[src/hw/rtl/rswa_pkg.sv]
// shared widths, flag type and defaults for the running series window statistics block
package rswa_pkg;

  // parameter defaults
  localparam int unsigned MaxWindowDef = 31;
  localparam int unsigned HistDepthDef = 64;

  // configuration register
  localparam int unsigned CfgW        = 5;
  localparam int unsigned WindowReset = 7;

  // series and result widths
  localparam int unsigned PosW        = 31;
  localparam int unsigned TestW       = 32;
  localparam int unsigned PosDeltaW   = 32;
  localparam int unsigned TestDeltaW  = 33;
  localparam int unsigned PosAvgW     = 40;
  localparam int unsigned TestAvgW    = 41;
  localparam int unsigned PosSlopeW   = 41;
  localparam int unsigned TestSlopeW  = 43;

  // fixed point and divider widths
  localparam int unsigned FracW = 8;
  localparam int unsigned NumW  = 34;
  localparam int unsigned DivW  = NumW + FracW;

  // item queue between front and back
  localparam int unsigned QueueDepth = 2;

  // per-item classification from the front
  typedef struct packed {
    logic first;
    logic avg_on;
    logic ds_on;
    logic as_on;
  } rswa_flags_t;

endpackage

[src/hw/rtl/rswa_queue.sv]
// short item queue between the front and the back
module rswa_queue import rswa_pkg::*; #(
  parameter int unsigned Width = 1,
  parameter int unsigned Depth = QueueDepth
) (
  input  logic             clk_i,
  input  logic             rst_ni,
  input  logic             push_i,
  input  logic [Width-1:0] data_i,
  output logic             full_o,
  input  logic             pop_i,
  output logic [Width-1:0] data_o,
  output logic             empty_o
);

  localparam int unsigned PtrW = $clog2(Depth);
  localparam int unsigned CntW = $clog2(Depth + 1);

  logic [Width-1:0] slots_q [Depth];
  logic [PtrW-1:0]  wr_ptr_q;
  logic [PtrW-1:0]  rd_ptr_q;
  logic [CntW-1:0]  count_q;

  assign full_o  = count_q == CntW'(Depth);
  assign empty_o = count_q == '0;
  assign data_o  = slots_q[rd_ptr_q];

  // pointers and fill level
  always_ff @(posedge clk_i or negedge rst_ni) begin
    if (!rst_ni) begin
      wr_ptr_q <= '0;
      rd_ptr_q <= '0;
      count_q  <= '0;
    end else begin
      if (push_i) begin
        wr_ptr_q <= (wr_ptr_q == PtrW'(Depth - 1)) ? '0 : wr_ptr_q + 1'b1;
      end
      if (pop_i) begin
        rd_ptr_q <= (rd_ptr_q == PtrW'(Depth - 1)) ? '0 : rd_ptr_q + 1'b1;
      end
      if (push_i && !pop_i) begin
        count_q <= count_q + 1'b1;
      end else if (pop_i && !push_i) begin
        count_q <= count_q - 1'b1;
      end
    end
  end

  // storage
  always_ff @(posedge clk_i) begin
    if (push_i) begin
      slots_q[wr_ptr_q] <= data_i;
    end
  end

endmodule

[config.mk]
export PLATFORM = sky130hd
export DESIGN_NAME = rswa_queue
export DESIGN_NICKNAME = d
export VERILOG_FILES = /design/src/hw/rtl/rswa_pkg.sv /design/src/hw/rtl/rswa_queue.sv
export SDC_FILE = /design/constraint.sdc
export NUM_CORES = 1
export LEC_CHECK = 0
export ABC_AREA = 1
export BUFFER_PORTS_ARGS = -buffer_cell sky130_fd_sc_hd__buf_4
export CAP_MARGIN = 10
export CELL_PAD_IN_SITES_DETAIL_PLACEMENT = 0
export CELL_PAD_IN_SITES_GLOBAL_PLACEMENT = 1
export CORE_AREA = 2 2 39 41
export CTS_CLUSTER_SIZE = 14
export DETAILED_ROUTE_END_ITERATION = 10
export DIE_AREA = 0 0 41 43
export PLACE_DENSITY = 0.61
export SETUP_SLACK_MARGIN = 0.15
export SYNTH_ARGS = -nofsm -noshare
export SYNTH_HDL_FRONTEND = slang
export SYNTH_SLANG_ARGS = --single-unit
[constraint.sdc]
create_clock -name clk_i -period 1.8 [get_ports clk_i]
set_clock_uncertainty 0.1 [all_clocks]
set_input_delay 0.27 -clock clk_i [delete_from_list [all_inputs] [get_ports clk_i]]
set_output_delay 0.27 -clock clk_i [all_outputs]
set_load 0.02 [all_outputs]
==> flow_summary_export.csv <==
group,metric,value,unit
synth,synth_flop_cell,"dfrtp_1",
route,dr.pass1.iters,2,
synth,synth-edff-count,2,
sta,slew_headroom,0.873,
place,io_buffers,7,
synth,ys_top_cells_by_area,"dfrtp_1 35%, edfxtp_1 21%, nand2_1 12%",
floorplan,core_area,0.00138,mm^2
setup_path,slowest_stage,"dfrtp_1",
status,outcome,"finished, final reports clean",
setup_path,cp.buffers_inverters,1,
global_route,grtUsageTotal,0.0677,
min_path,hold_path_class,"input pin to flip-flop",
synth,avgSynthCellArea,9.03,um^2
place,gp_congestion,0.715,
cells_and_area,instances_no_fill,60,
place,hpwl,369,um
route,num_vias,207,
clocking,insertion_delay,0.24,ns
route,vias_per_cell,3.45,
route,drtIter0Drc,3,
setup_path,critPathKind,"flip-flop to output pin",
setup_path,r2r_start,"count_q[0]",
run,cap_violations,0,
synth,syn_area,289,um^2
cells_and_area,fin_nets,51,
synth,syn_inst,32,
floorplan,die_h,43,um
clocking,cts_tree,"built",
clocking,cts-buffers-inserted,3,
global_route,grt_pass1_vias,202,
sta,period_minus_slack,1.45,ns
place,post-place-cells,55,
setup_path,crit_required,1.43,ns
clocking,cts_max_level,1,
sta,setup_slack,0.348,ns
cells_and_area,antenna_cells,0,
setup_path,path_cells,"mux2_2 > buf_4",
cells_and_area,layout-drive-gt1-share,0.295,
min_path,min_from,"data_i",
clocking,clockBufferDepth,2,
sta,tightest_slew,0.191,ns
setup_path,worst_ep_arrival_time,1.08,ns
clocking,root_buffer,"clkbuf_4",
place,dp_slack,0.596,ns
synth,synthTopCellsByCount,"9 x nand2_1, 6 x inv_1, 4 x dfrtp_1",
synth,synth_fp_nets,38,
sta,slew_violations,0,
synth,yosysWarnings,0,
synth,muxShareOfSynthArea,0.0390,
synth,yosysTopAreaCellShare,0.346,
synth,synth_adder_area_share,0.0433,
sta,setup_viol,0,
setup_path,critical_path.endpoint,"data_o",
sta,grt_setup_unrepaired,"no",
synth,synth_seq_cells,6,
route,drc_errors,0,
setup_path,r2r_cells,5,
route,antenna_left,0,
global_route,grt_first_pass_wirelength,717,um
floorplan,start_util,0.209,
cells_and_area,fin_util,0.288,
global_route,antenna_found_initial,0,
clocking,path_clk_slew,0.05,ns
setup_path,slowest_delay,0.36,ns
floorplan,dieArea,0.00176,mm^2
clocking,clock-sinks,6,
global_route,grt_overflow_total,0,
synth,yosysMostFrequentCell,"nand2_1",
setup_path,startpoint,"rd_ptr_q",
route,routed_wl,457,um
setup_path,cp_max_fo,2,
synth,synth_compound_gate_area_share,0,
global_route,grt_max_degree,6,
pwr,ir_worst_vdd,0.249,mV
synth,synth-xor-area-share,0.0606,
setup_path,crit_cells,2,
synth,synth-simple-area-share,0.212,
setup_path,timing.rr.end,"count_q[1]",
route,wire_per_inst,7.62,um
sta,fmax,689,MHz
pwr,finalPower,0.550,mW
setup_path,reg2reg_slack,0.87,ns
sta,tns,0,ns
sta,fin_crit_sh,0.807,
synth,yosysTopAreaCell,"dfrtp_1",
synth,ys_types,11,
setup_path,endpoint_kind,"output pin",
floorplan,core.rowCount,14,
floorplan,io_pins,8,
synth,synth_top_family_by_area,"simple AND/OR/NAND/NOR gates",
pwr,pwr_density_cell,1380,mW/mm^2
setup_path,crit_family,"flip-flops",
cells_and_area,syn2layout_area_growth,37.7,%
floorplan,die_w,41,um
pwr,leakage,0.213,nW
synth,synthArstFlopShare,0.667,
sta,finalHoldViolCount,0,
synth,seq_area_frac_synth,0.554,
setup_path,start_kind,"flip-flop",
==> cell usage in the layout, fill, tap and decap left out, drive strengths merged <==
master / synthesis / final
nand3: 2 / 2
xor2: 2 / 2
buf: 0 / 7
edfxtp: 2 / 2
clkbuf: 0 / 4
ha: 1 / 1
nor2: 3 / 3
dfrtp: 4 / 4
inv: 7 / 7
nand2: 10 / 10
dlygate4sd3: 0 / 1
mux2: 1 / 1
==> registers in the layout (all words and copies together) (netlist names) <==
register,count
rd_ptr_q,1
slots_q,2
wr_ptr_q,1
count_q,2
==> power by group <==
group,internal (mW),switching [mW]
Combinational,0.0877,0.0969
Clock,0.0838,0.0462
Sequential,0.194,0.0421
Total,0.365,0.185
==> metal layers <==
metal	wire (um)	GRT usage	share of wire	vias up
met5	0	0	0	-
met4	17	0.120	0.037	0
met3	14	0	0.031	2
met2	194	0.0688	0.42	6
met1	231	0.0885	0.51	81
li1	-	-	-	118
==> cells by family (layout without fill, tap and decap cells) <==
family / count (synthesis) / in the layout
muxes: 1 / 1
and+or+nand+nor: 15 / 15
adders and majority gates: 1 / 1
buffers and inverters: 7 / 19
DFF: 6 / 6
xor gates and xnor gates: 2 / 2
==> worst reg2reg max path, cell delays in order (launching register included) <==
cell,delay [ns]
dfrtp_1,0.43
inv_2,0.06
nand2_2,0.06
nand3_1,0.07
nand2_1,0.06
nand2_1,0.04
==> area by class of cell <==
class                           count  area, um^2
Sequential cell                     6         160
Timing Repair Buffer                8        62.6
Tap cell                           16        20.0
Multi-Input combinational cell     19         103
Fill cell                         146         986
Inverter                            7        26.3
Clock buffer                        4        26.3
==> through the flow <==
stage | cell area [um^2] | hold slack, ns
2_1_floorplan | 289 | -0.126
3_3_place_gp | 362 | -0.0328
3_5_place_dp | 362 | -0.0331
4_1_cts | 398 | 0.101
5_1_grt | 398 | 0.0986
6_report | 398 | 0.110
==> what timing repair did <==
item                       CTS  global route
hold buffers                 1             0
setup buffers                0             0
gates resized for setup      0             0
setup endpoints to repair    0             0
hold endpoints to repair     4             0
==> how the worst min path moves through the flow <==
stage	to	slack (ns)	depth (start not counted)
floorplan	count_q[0]	-0.13	0
global placement	rd_ptr_q	-0.03	1
detailed placement	rd_ptr_q	-0.03	1
CTS	slots_q[0]	0.10	1
global route	slots_q[0]	0.1	1
finish	slots_q[1]	0.11	1
Note: power is estimated with default switching activity, not from simulation.
