File: config.mk
export PLATFORM = sky130hd
export DESIGN_NAME = rswa_front
export DESIGN_NICKNAME = d
export VERILOG_FILES = /design/src/hw/rtl/rswa_pkg.sv /design/src/hw/rtl/rswa_front.sv
export SDC_FILE = /design/constraint.sdc
export NUM_CORES = 1
export LEC_CHECK = 0
export ABC_CLOCK_PERIOD_IN_PS = 5100
export BUFFER_PORTS_ARGS = -buffer_cell sky130_fd_sc_hd__buf_2
export CAP_MARGIN = 30
export CORE_ASPECT_RATIO = 0.5
export CORE_MARGIN = 4
export CORE_UTILIZATION = 40
export DETAILED_ROUTE_END_ITERATION = 8
export GPL_TIMING_DRIVEN = 1
export HOLD_SLACK_MARGIN = 0.03
export PLACE_DENSITY = 0.76
export SETUP_SLACK_MARGIN = 0.02
export SLEW_MARGIN = 0
export SYNTH_ARGS = -nofsm -noshare
export SYNTH_HDL_FRONTEND = slang
export SYNTH_SLANG_ARGS = --single-unit
File: constraint.sdc
create_clock -name clk_i -period 5.1 [get_ports clk_i]
set_clock_uncertainty 0.2 [all_clocks]
set_input_delay 0.51 -clock clk_i [delete_from_list [all_inputs] [get_ports clk_i]]
set_output_delay 0.51 -clock clk_i [all_outputs]
set_load 0.005 [all_outputs]
File: src/hw/rtl/rswa_pkg.sv
// shared widths, flag type and defaults for the running series window statistics block
package rswa_pkg;

  // parameter defaults
  localparam int unsigned MaxWindowDef = 31;
  localparam int unsigned HistDepthDef = 64;

  // configuration register
  localparam int unsigned CfgW        = 5;
  localparam int unsigned WindowReset = 7;

  // series and result widths
  localparam int unsigned PosW        = 31;
  localparam int unsigned TestW       = 32;
  localparam int unsigned PosDeltaW   = 32;
  localparam int unsigned TestDeltaW  = 33;
  localparam int unsigned PosAvgW     = 40;
  localparam int unsigned TestAvgW    = 41;
  localparam int unsigned PosSlopeW   = 41;
  localparam int unsigned TestSlopeW  = 43;

  // fixed point and divider widths
  localparam int unsigned FracW = 8;
  localparam int unsigned NumW  = 34;
  localparam int unsigned DivW  = NumW + FracW;

  // item queue between front and back
  localparam int unsigned QueueDepth = 2;

  // per-item classification from the front
  typedef struct packed {
    logic first;
    logic avg_on;
    logic ds_on;
    logic as_on;
  } rswa_flags_t;

endpackage

File: src/hw/rtl/rswa_front.sv
// front end: window register, item intake, row counting and classification
module rswa_front import rswa_pkg::*; #(
  parameter int unsigned MaxWindow = MaxWindowDef,
  parameter int unsigned HistDepth = HistDepthDef
) (
  input  logic                           clk_i,
  input  logic                           rst_ni,
  input  logic                           cfg_we_i,
  input  logic [CfgW-1:0]                cfg_wdata_i,
  input  logic                           in_valid_i,
  output logic                           in_ready_o,
  input  logic [PosW-1:0]                positive_count_i,
  input  logic [PosW-1:0]                negative_count_i,
  input  logic                           q_full_i,
  output logic                           q_push_o,
  output logic [PosW-1:0]                p_o,
  output logic [TestW-1:0]               t_o,
  output logic [$clog2(HistDepth)-1:0]   slot_o,
  output logic [$clog2(MaxWindow+1)-1:0] d_o,
  output rswa_flags_t                    flags_o
);

  localparam int unsigned AW       = $clog2(HistDepth);
  localparam int unsigned DW       = $clog2(MaxWindow + 1);
  localparam int unsigned CW       = $clog2(2 * MaxWindow + 2);
  localparam int unsigned CountCap = 2 * MaxWindow + 1;

  logic [CfgW-1:0] window_q;
  logic [CW-1:0]   count_q;
  logic [AW-1:0]   slot_q;
  logic [DW-1:0]   d;
  logic [CW:0]     row_x;
  logic [CW:0]     d_x;
  logic            on;

  assign in_ready_o = !q_full_i;
  assign q_push_o   = in_valid_i && !q_full_i;

  // window length, clamped to the supported maximum
  always_comb begin
    if (32'(window_q) > 32'(MaxWindow)) begin
      d = DW'(MaxWindow);
    end else begin
      d = DW'(window_q);
    end
  end

  // row classification against the window
  always_comb begin
    row_x          = (CW+1)'(count_q);
    d_x            = (CW+1)'(d);
    on             = d_x > (CW+1)'(2);
    flags_o.first  = count_q == '0;
    flags_o.avg_on = on && (row_x >= d_x);
    flags_o.ds_on  = on && (row_x >= d_x + 1'b1);
    flags_o.as_on  = on && (row_x >= (d_x << 1));
  end

  assign p_o    = positive_count_i;
  assign t_o    = TestW'(positive_count_i) + TestW'(negative_count_i);
  assign slot_o = slot_q;
  assign d_o    = d;

  // window register, saturating row count and write slot
  always_ff @(posedge clk_i or negedge rst_ni) begin
    if (!rst_ni) begin
      window_q <= CfgW'(WindowReset);
      count_q  <= '0;
      slot_q   <= '0;
    end else begin
      if (cfg_we_i) begin
        window_q <= cfg_wdata_i;
      end
      if (q_push_o) begin
        if (count_q < CW'(CountCap)) begin
          count_q <= count_q + 1'b1;
        end
        slot_q <= (slot_q == AW'(HistDepth - 1)) ? '0 : slot_q + 1'b1;
      end
    end
  end

endmodule

==> results.toml, run 1 <==
[status]
run_status = "completed"

[synthesis]
syn_inst = 408
synth_nets = 533
syn-cell-area_um2 = 3307
synth_edf_count = 0
synthTopCellsByArea = "ha_1 (20%), dfrtp_1 (11%), buf_4 (7.5%)"
synth-seq-area-share_pct = 12.98
yosys_warnings = 0
synth.distinct_cells = 66
async_reset_ff_share_pct = 100.0
synth_top_area_cell = "ha_1"
synth-seq-cells = 17
avgSynthCellArea_um2 = 8.105
ys.flop_type = "dfrtp_1"
synthDominantCellAreaShare_pct = 19.67

[pwr]
power_leakage_nw = 2.041
p_switching_mw = 0.4409
p_comb_share_pct = 60.3
power-per-cell-area_nw_per_um2 = 257.1
switching_share_pct = 42.92
seq_power_share_pct = 24.2
p_int_mw = 0.5864
ir_drop_mv = 0.2718
pwr-share-clk_pct = 15.5

[grt]
overflow = 0
grt_pass1_vias = 3072
grt_pass1_wl_mm = 13.60
track_usage_pct = 16.35
grt_max_degree = 18
antenna_found_initial = 0

[die]
fp.dieH_um = 72.30
row_count = 23
start_util_pct = 41.19
io_pins = 152
die-area_um2 = 9874
core_area_um2 = 8029
die_w_um = 136.6

[route]
totalWireLength_mm = 8.448
routedWlPerCell_um = 13.37
drt.antenna.violating_nets = 0
drtIter0Drc = 83
drtPass1Iterations = 4
viasPerCell = 5.255
vias = 3321
drc = 0

[sta]
period_share_pct = 69.87
final_hold_viol_count = 0
slew_violations = 0
period_needed_ns = 3.563
fmax_ghz = 0.2806
rsz0062_at_grt = "false"
setup_tns_ns = 0
setup_viol = 0
slew_headroom_pct = 72.83
tightest_slew_ns = 0.4060

[final_layout]
nNetsFinal = 646
drive_gt1_share_pct = 33.85
diodes = 0
syn_to_final_growth_pct = 20.85
stdcell_count = 632

[worst_setup_path]
cp-end-kind = "primary output"
cp_max_fo = 4
arrival_ns = 2.85
worstSetupPathType = "input pin to primary output"
worstPathRequired_ns = 4.39
worstSetupStartpointType = "input pin"

[clock_tree]
cts_inserted_buffers = 3
clock_sinks = 17
htree_levels = 1
clk_path_buf_depth = 2
clkLatencyLatePin_ns = 0.25
root_buffer = "clkbuf_16"
post_cts_buffers = 0
cts_resized = 0
clk_pin_slew_ns = 0.05
cts_tree = "built"

[placement]
dpl.hpwl_mm = 7.126
dp.cells = 627
gp_congestion = 0.8983
portBuffers = 151

[job]
max_cap_violations = 0

[min_path]
min_path_type = "input pin to register"
## final cells by class
class,count,area (um^2)
fillers,783,4033
multi-input cells,335,2536
repair buffers,152,765.7
flip-flops and latches,17,429.2
well taps,112,140.1
clock buffers,3,75.07
inverters,12,45.04
clock inverters,1,5.005
## cells in the final DEF (no fill, tap or decap), types with 3 or more instances in the layout
master and n:
o21ai_0 20, nand2_1 34, nor3_1 5, a211oi_1 6, a21oi_1 36, nor2_1 23
xnor2_1 21, nand2b_1 5, buf_2 151, clkbuf_16 3, o211ai_1 4, inv_1 12
o21a_1 7, ha_1 52, and2_1 3, nand3_1 8, a31oi_1 4, dfstp_2 3
nor2b_1 3, dfrtp_1 14, a21o_1 23, xor2_1 11, nand4_1 10, and3_1 5
## logic make-up after synthesis
logic type / after synthesis / synth area share, %
compound gates: 139 / 30.65
xor+xnor: 32 / 8.475
fa+ha+maj: 53 / 20.28
buf+inv: 56 / 10.33
flops: 17 / 12.98
mux: 2 / 0.6810
simple gates: 109 / 16.61
## sequential cells by signal, indices dropped and copies added (netlist names)
register	flops
d_o	5
slot_o	6
count_q	6
## cell usage after synthesis, types with 3 or more instances
master,count
a211oi_1,6
a21o_1,23
a21oi_1,36
a31oi_1,4
and2_1,3
and3_1,5
buf_2,6
buf_4,33
clkbuf_1,5
dfrtp_1,14
dfstp_2,3
ha_1,52
inv_1,12
nand2_1,34
nand2b_1,5
nand3_1,8
nand4_1,10
nor2_1,23
nor2b_1,3
nor3_1,5
o211ai_1,4
o21a_1,7
o21ai_0,20
xnor2_1,21
xor2_1,11
## per-stage QoR
stage / instance area (um^2) / hold slack [ns] / utilization [%] / setup slack, ns / total power [mW]
detailed placement: 3906 / 0.2638 / 48.65 / 1.560 / 0.8715
CTS: 3996 / 0.2635 / 49.77 / 1.548 / 1.039
floorplan: 3307 / 0.01441 / - / 2.022 / 0.6551
finish: 3996 / 0.2617 / 49.77 / 1.537 / 1.027
global placement: 3906 / 0.2572 / 48.65 / 1.590 / 0.8506
global route: 3996 / 0.2819 / 49.77 / 1.402 / 1.132
## final timing paths
check                               startpoint          to  slack (ns)  cells past startpoint
hold / removal                  cfg_wdata_i[3]      d_o[3]        0.26                      3
setup reg to reg                    count_q[1]  count_q[5]        3.18                      7
setup / recovery           positive_count_i[0]     t_o[28]        1.54                     10
max in group asynchronous               rst_ni      d_o[2]        3.86                      2
hold reg to reg                      slot_o[5]   slot_o[5]        0.31                      1
min in group asynchronous               rst_ni   slot_o[1]        0.51                      2
## per-layer routing
metal / vias up / GRT usage [%] / share of wire, %
li1: 1710 / - / -
met2: 83 / 29.88 / 50
met1: 1519 / 20.99 / 43
met4: 0 / 4.358 / 1.1
met3: 9 / 1.247 / 5.8
met5: - / 0 / 0
## critical path: stages
cell     delay (ns)
buf_2          0.10
ha_1           0.26
fa_1           0.41
a21o_1         0.22
a221o_1        0.36
a21oi_2        0.33
o32ai_1        0.14
a31o_1         0.19
a31oi_1        0.17
buf_2          0.15
## what timing repair did
action                                  CTS  global route
endpoints found under the setup margin    0             0
endpoints found under the hold margin    14             0
hold buffers                              1             0
## power groups by stage
| stage | clock, mW | combinational (mW) | sequential (mW) |
|---|---|---|---|
| 6_report | 0.160 | 0.620 | 0.248 |
| 5_1_grt | 0.170 | 0.703 | 0.259 |
| 4_1_cts | 0.164 | 0.625 | 0.250 |
| 3_5_place_dp | 0 | 0.619 | 0.252 |
| 3_3_place_gp | 0 | 0.602 | 0.249 |
| 2_1_floorplan | 0 | 0.419 | 0.237 |
Power figures use the tool's default switching activity.
==> inputs of run 2 (changes only) <==
ABC_CLOCK_PERIOD_IN_PS = 2900   (was 5100)
PLACE_DENSITY = 0.79   (was 0.76)
clock period = 2.9 ns   (was 5.1 ns; I/O delays follow)
==> results.toml, run 2 (synthesis gave the netlist of run 1 again) <==
[grt]
antenna_found_initial = 0
track_usage_pct = 17.07
grt_max_degree = 18
grt_pass1_wl_mm = 14.36
grt_pass1_vias = 3171
overflow = 0

[final_layout]
syn_to_final_growth_pct = 27.51
nNetsFinal = 657
most-common-layout-cells = "buf_2 (149), ha_1 (44), a21oi_1 (33), nand2_1 (33)"
fin_area_um2 = 4217
diodes = 0
seq_area_um2 = 429.2
fillers = 779
drive_gt1_share_pct = 38.04
final_common_cell = "buf_2"
multi_input_area_um2 = 2661

[pwr]
power.total_mw = 1.875
power_leakage_nw = 2.100
ir_drop_mv = 0.4731
power-per-cell-area_nw_per_um2 = 444.7

[route]
routedWlPerCell_um = 13.95
vias = 3379
viasPerCell = 5.255
drtIter0Drc = 68
drtPass1Iterations = 5
totalWireLength_mm = 8.972
drt.antenna.violating_nets = 0
drc = 0

[placement]
place_area_um2 = 3981
portBuffers = 151
dpl.hpwl_mm = 7.285
gp_congestion = 0.8728

[clock_tree]
clock_sinks = 17
clkLatencyLatePin_ns = 0.25
cts_inserted_buffers = 3
root_buffer = "clkbuf_16"
clk_pin_slew_ns = 0.05
cts_tree = "built"
htree_levels = 1
clk_path_buf_depth = 2

[sta]
setup_viol = 0
hold_ws_ns = 0.04829
setup_tns_ns = 0
period_needed_ns = 2.800
tightest_slew_ns = 0.4524
period_share_pct = 96.54
rsz0062_at_grt = "false"
slew_violations = 0
fmax_ghz = 0.3572
slew_headroom_pct = 69.66
final_hold_viol_count = 0

[die]
row_count = 23
io_pins = 152
core_area_um2 = 8029
fp.dieH_um = 72.30
die-area_um2 = 9874
die_w_um = 136.6
start_util_pct = 41.19

[status]
run_status = "completed"

[worst_setup_path]
endpoint = "t_o[26]"
rr_endpoint = "count_q[5]"
arrival_ns = 2.31
worstSetupStartpointType = "input pin"
cp-startpoint = "positive_count_i[0]"
worstPathRequired_ns = 2.41
worst-r2r-cell-count = 7
worstSetupPathType = "input pin to primary output"
cp_max_fo = 3
timing.rr.start = "count_q[1]"
r2r_setup_slack_ns = 1.02
cp-end-kind = "primary output"

[job]
max_cap_violations = 0

[min_path]
min_path_type = "input pin to register"
==> run 2: cell types whose count changed in the layout (fill, tap and decap cells not counted), moves of 3 or more <==
cell / before / now
buf_4: 0 / 11
ha_1: 52 / 44
a21oi_1: 36 / 33
ha_4: 0 / 6
==> run 2: worst max-delay path, cell delays in order <==
cell	delay (ns)
buf_6	0.10
ha_4	0.15
fa_2	0.36
a21o_1	0.19
a221o_1	0.37
a211oi_2	0.23
o21ai_2	0.11
a211oi_2	0.23
xnor2_1	0.14
buf_2	0.13
==> run 2: what timing repair did <==
action | 4_1_cts | 5_1_grt
hold endpoints to repair | 14 | 0
gates cloned | 0 | 0
setup buffers | 0 | 1
resized for setup | 6 | 17
endpoints found under the setup margin | 5 | 10
pin swaps | 8 | 9
hold buffers | 1 | 0
==> run 2: where the power goes <==
group | leakage (nW) | internal (mW) | total [mW] | switching (mW)
logic | 1.85 | 0.573 | 1.16 | 0.585
clock network | 0.0409 | 0.185 | 0.279 | 0.0943
registers | 0.208 | 0.314 | 0.438 | 0.125
==> run 2: final cells by class <==
class | instances | area share, %
multi-input cells | 335 | 63.12
flip-flops and latches | 17 | 10.18
repair buffers | 163 | 20.42
inverters | 12 | 1.068
clock inverters | 1 | 0.1187
well taps | 112 | 3.323
clock buffers | 3 | 1.780
==> run 2: how the worst min path moves through the flow <==
stage                         startpoint          to  slack (ns)  cells after the start
final                     cfg_wdata_i[1]      d_o[1]        0.05                      3
after global routing      cfg_wdata_i[1]      d_o[1]        0.06                      3
after CTS                 cfg_wdata_i[1]      d_o[1]        0.05                      3
after detailed placement          rst_ni   slot_o[1]        0.03                      1
after global placement            rst_ni   slot_o[1]        0.03                      1
after floorplan                   rst_ni  count_q[0]       -0.21                      0
==> run 2: per-stage QoR <==
step / utilization (%) / std cells / setup slack [ns]
2_1_floorplan: - / 408 / 0.2623
3_3_place_gp: 49.59 / 637 / -0.04119
3_5_place_dp: 49.59 / 637 / -0.04820
4_1_cts: 51.15 / 642 / 0.02516
5_1_grt: 52.52 / 643 / 0.01853
6_report: 52.52 / 643 / 0.1003
==> run 2: layer usage <==
metal | wire length [um] | GRT usage, % | vias to the layer above
li1 | - | - | 1734
met1 | 4003 | 23.12 | 1538
met2 | 4392 | 30.53 | 100
met3 | 504 | 0.7618 | 7
met4 | 72 | 3.575 | 0
met5 | 0 | 0 | -
==> inputs of run 3 (changes only) <==
PLACE_DENSITY = 0.73   (was 0.79)
==> results.toml, run 3 (synthesis gave the netlist of run 1 again) <==
[grt]
overflow = 0
antenna_found_initial = 0
grt_pass1_vias = 3135
track_usage_pct = 16.70
grt_max_degree = 18
grt_pass1_wl_mm = 13.99

[clock_tree]
cts_inserted_buffers = 3
clk_pin_slew_ns = 0.06
clk_path_buf_depth = 2
root_buffer = "clkbuf_16"
clkLatencyLatePin_ns = 0.25
clock_sinks = 17
cts_tree = "built"
htree_levels = 1

[die]
die-area_um2 = 9874
fp.dieH_um = 72.30
core_area_um2 = 8029
io_pins = 152
start_util_pct = 41.19
row_count = 23
die_w_um = 136.6

[final_layout]
multi_input_area_um2 = 2601
drive_gt1_share_pct = 38.10
final_common_cell = "buf_2"
syn_to_final_growth_pct = 27.39
seq_area_um2 = 429.2
most-common-layout-cells = "buf_2 (149), ha_1 (48), a21oi_1 (34), nand2_1 (34)"
fillers = 770
diodes = 0
stdcell_count = 650
nNetsFinal = 664

[worst_setup_path]
cp_max_fo = 4
cp_top_family = "compound AO/OA/AOI/OAI gates"
path_buf_inv = 3
cp-end-kind = "primary output"
worstPathRequired_ns = 2.41
arrival_ns = 2.31
crit_path_frequent_cell = "buf_6"
worstSetupPathType = "input pin to primary output"
worstSetupStartpointType = "input pin"
path_cells = "buf_6, ha_4, fa_2, a21o_1, a221o_1, buf_6, a21oi_4, o32ai_2, a31o_1, a31oi_1, buf_2"
critical-path-max-stage-delay_ns = 0.34
cp_slowest_cell = "fa_2"

[sta]
fmax_ghz = 0.3572
period_share_pct = 96.54
tightest_slew_ns = 0.4590
slew_headroom_pct = 69.40
setup_tns_ns = 0
period_needed_ns = 2.800
final_hold_viol_count = 0
slew_violations = 0
rsz0062_at_grt = "true"
setup_viol = 0

[route]
wl_met1_mm = 3.789
drt.antenna.violating_nets = 0
drtPass1Iterations = 4
totalWireLength_mm = 8.754
routed.top_layer = "met4"
vias = 3398
viasPerCell = 5.228
drc = 0
routedWlPerCell_um = 13.47
drtIter0Drc = 84
met3_wirelength_um = 537
route.met2.wl_mm = 4.307

[placement]
gp_congestion = 0.8626
dpl.hpwl_mm = 7.278
dp.cells = 640
portBuffers = 151

[pwr]
ir_drop_mv = 0.4571
power_leakage_nw = 2.129
power-per-cell-area_nw_per_um2 = 442.1

[job]
max_cap_violations = 0

[min_path]
min_path_type = "input pin to register"

[status]
run_status = "completed"
-- run 3: timing repair --
item                                   CTS  global route
pin swaps                               11             8
setup endpoints to repair                5            10
endpoints found under the hold margin   14             0
setup buffers                            2             3
hold buffers                             1             0
resized for setup                        8             9
-- run 3: layout make-up --
| cell class | count | share of cell area (%) |
|---|---|---|
| well taps | 112 | 3.326 |
| inverters | 12 | 1.069 |
| repair buffers | 170 | 21.77 |
| clock buffers | 3 | 1.782 |
| multi-input cells | 335 | 61.75 |
| clock inverters | 1 | 0.1188 |
| flip-flops and latches | 17 | 10.19 |
-- run 3: where the power goes --
part / leakage (nW) / internal [mW] / total [mW] / switching (mW)
logic: 1.88 / 0.569 / 1.14 / 0.572
registers: 0.208 / 0.313 / 0.437 / 0.124
clock network: 0.0409 / 0.185 / 0.284 / 0.0989
total: 2.13 / 1.07 / 1.86 / 0.795
-- run 3: worst register-to-register path, stage by stage, from the launching register on --
cell	delay [ns]
dfrtp_1	0.43
ha_1	0.24
nand3_1	0.09
nor2_1	0.04
nor2_1	0.29
nand4_1	0.22
nor2_1	0.16
xor2_1	0.15
-- run 3: per-layer routing --
layer  track usage, %  vias up
li1                 -     1740
met1            21.00     1541
met2            30.97      102
met3            1.593       15
met4            4.134        0
met5                0        -
-- run 3: final timing paths --
kind	start	end	slack, ns	cells after the start
setup / recovery	positive_count_i[0]	t_o[28]	0.10	11
hold / removal	cfg_wdata_i[4]	d_o[4]	0.04	3
min in group asynchronous	rst_ni	count_q[3]	0.30	2
max in group asynchronous	rst_ni	d_o[2]	1.88	2
hold reg to reg	slot_o[5]	slot_o[5]	0.30	1
setup reg to reg	count_q[1]	count_q[5]	1.01	7
-- run 3: per-stage QoR --
stage	worst slack, ns	instance area [um^2]	power, mW	hold slack (ns)	util [%]
2_1_floorplan	0.2623	3307	1.152	-0.2056	-
3_3_place_gp	-0.03724	4004	1.518	0.04357	49.87
3_5_place_dp	-0.03323	4004	1.549	0.04871	49.87
4_1_cts	0.04217	4155	1.865	0.04533	51.75
5_1_grt	0.01449	4213	2.050	0.06811	52.47
6_report	0.1003	4213	1.862	0.04467	52.47
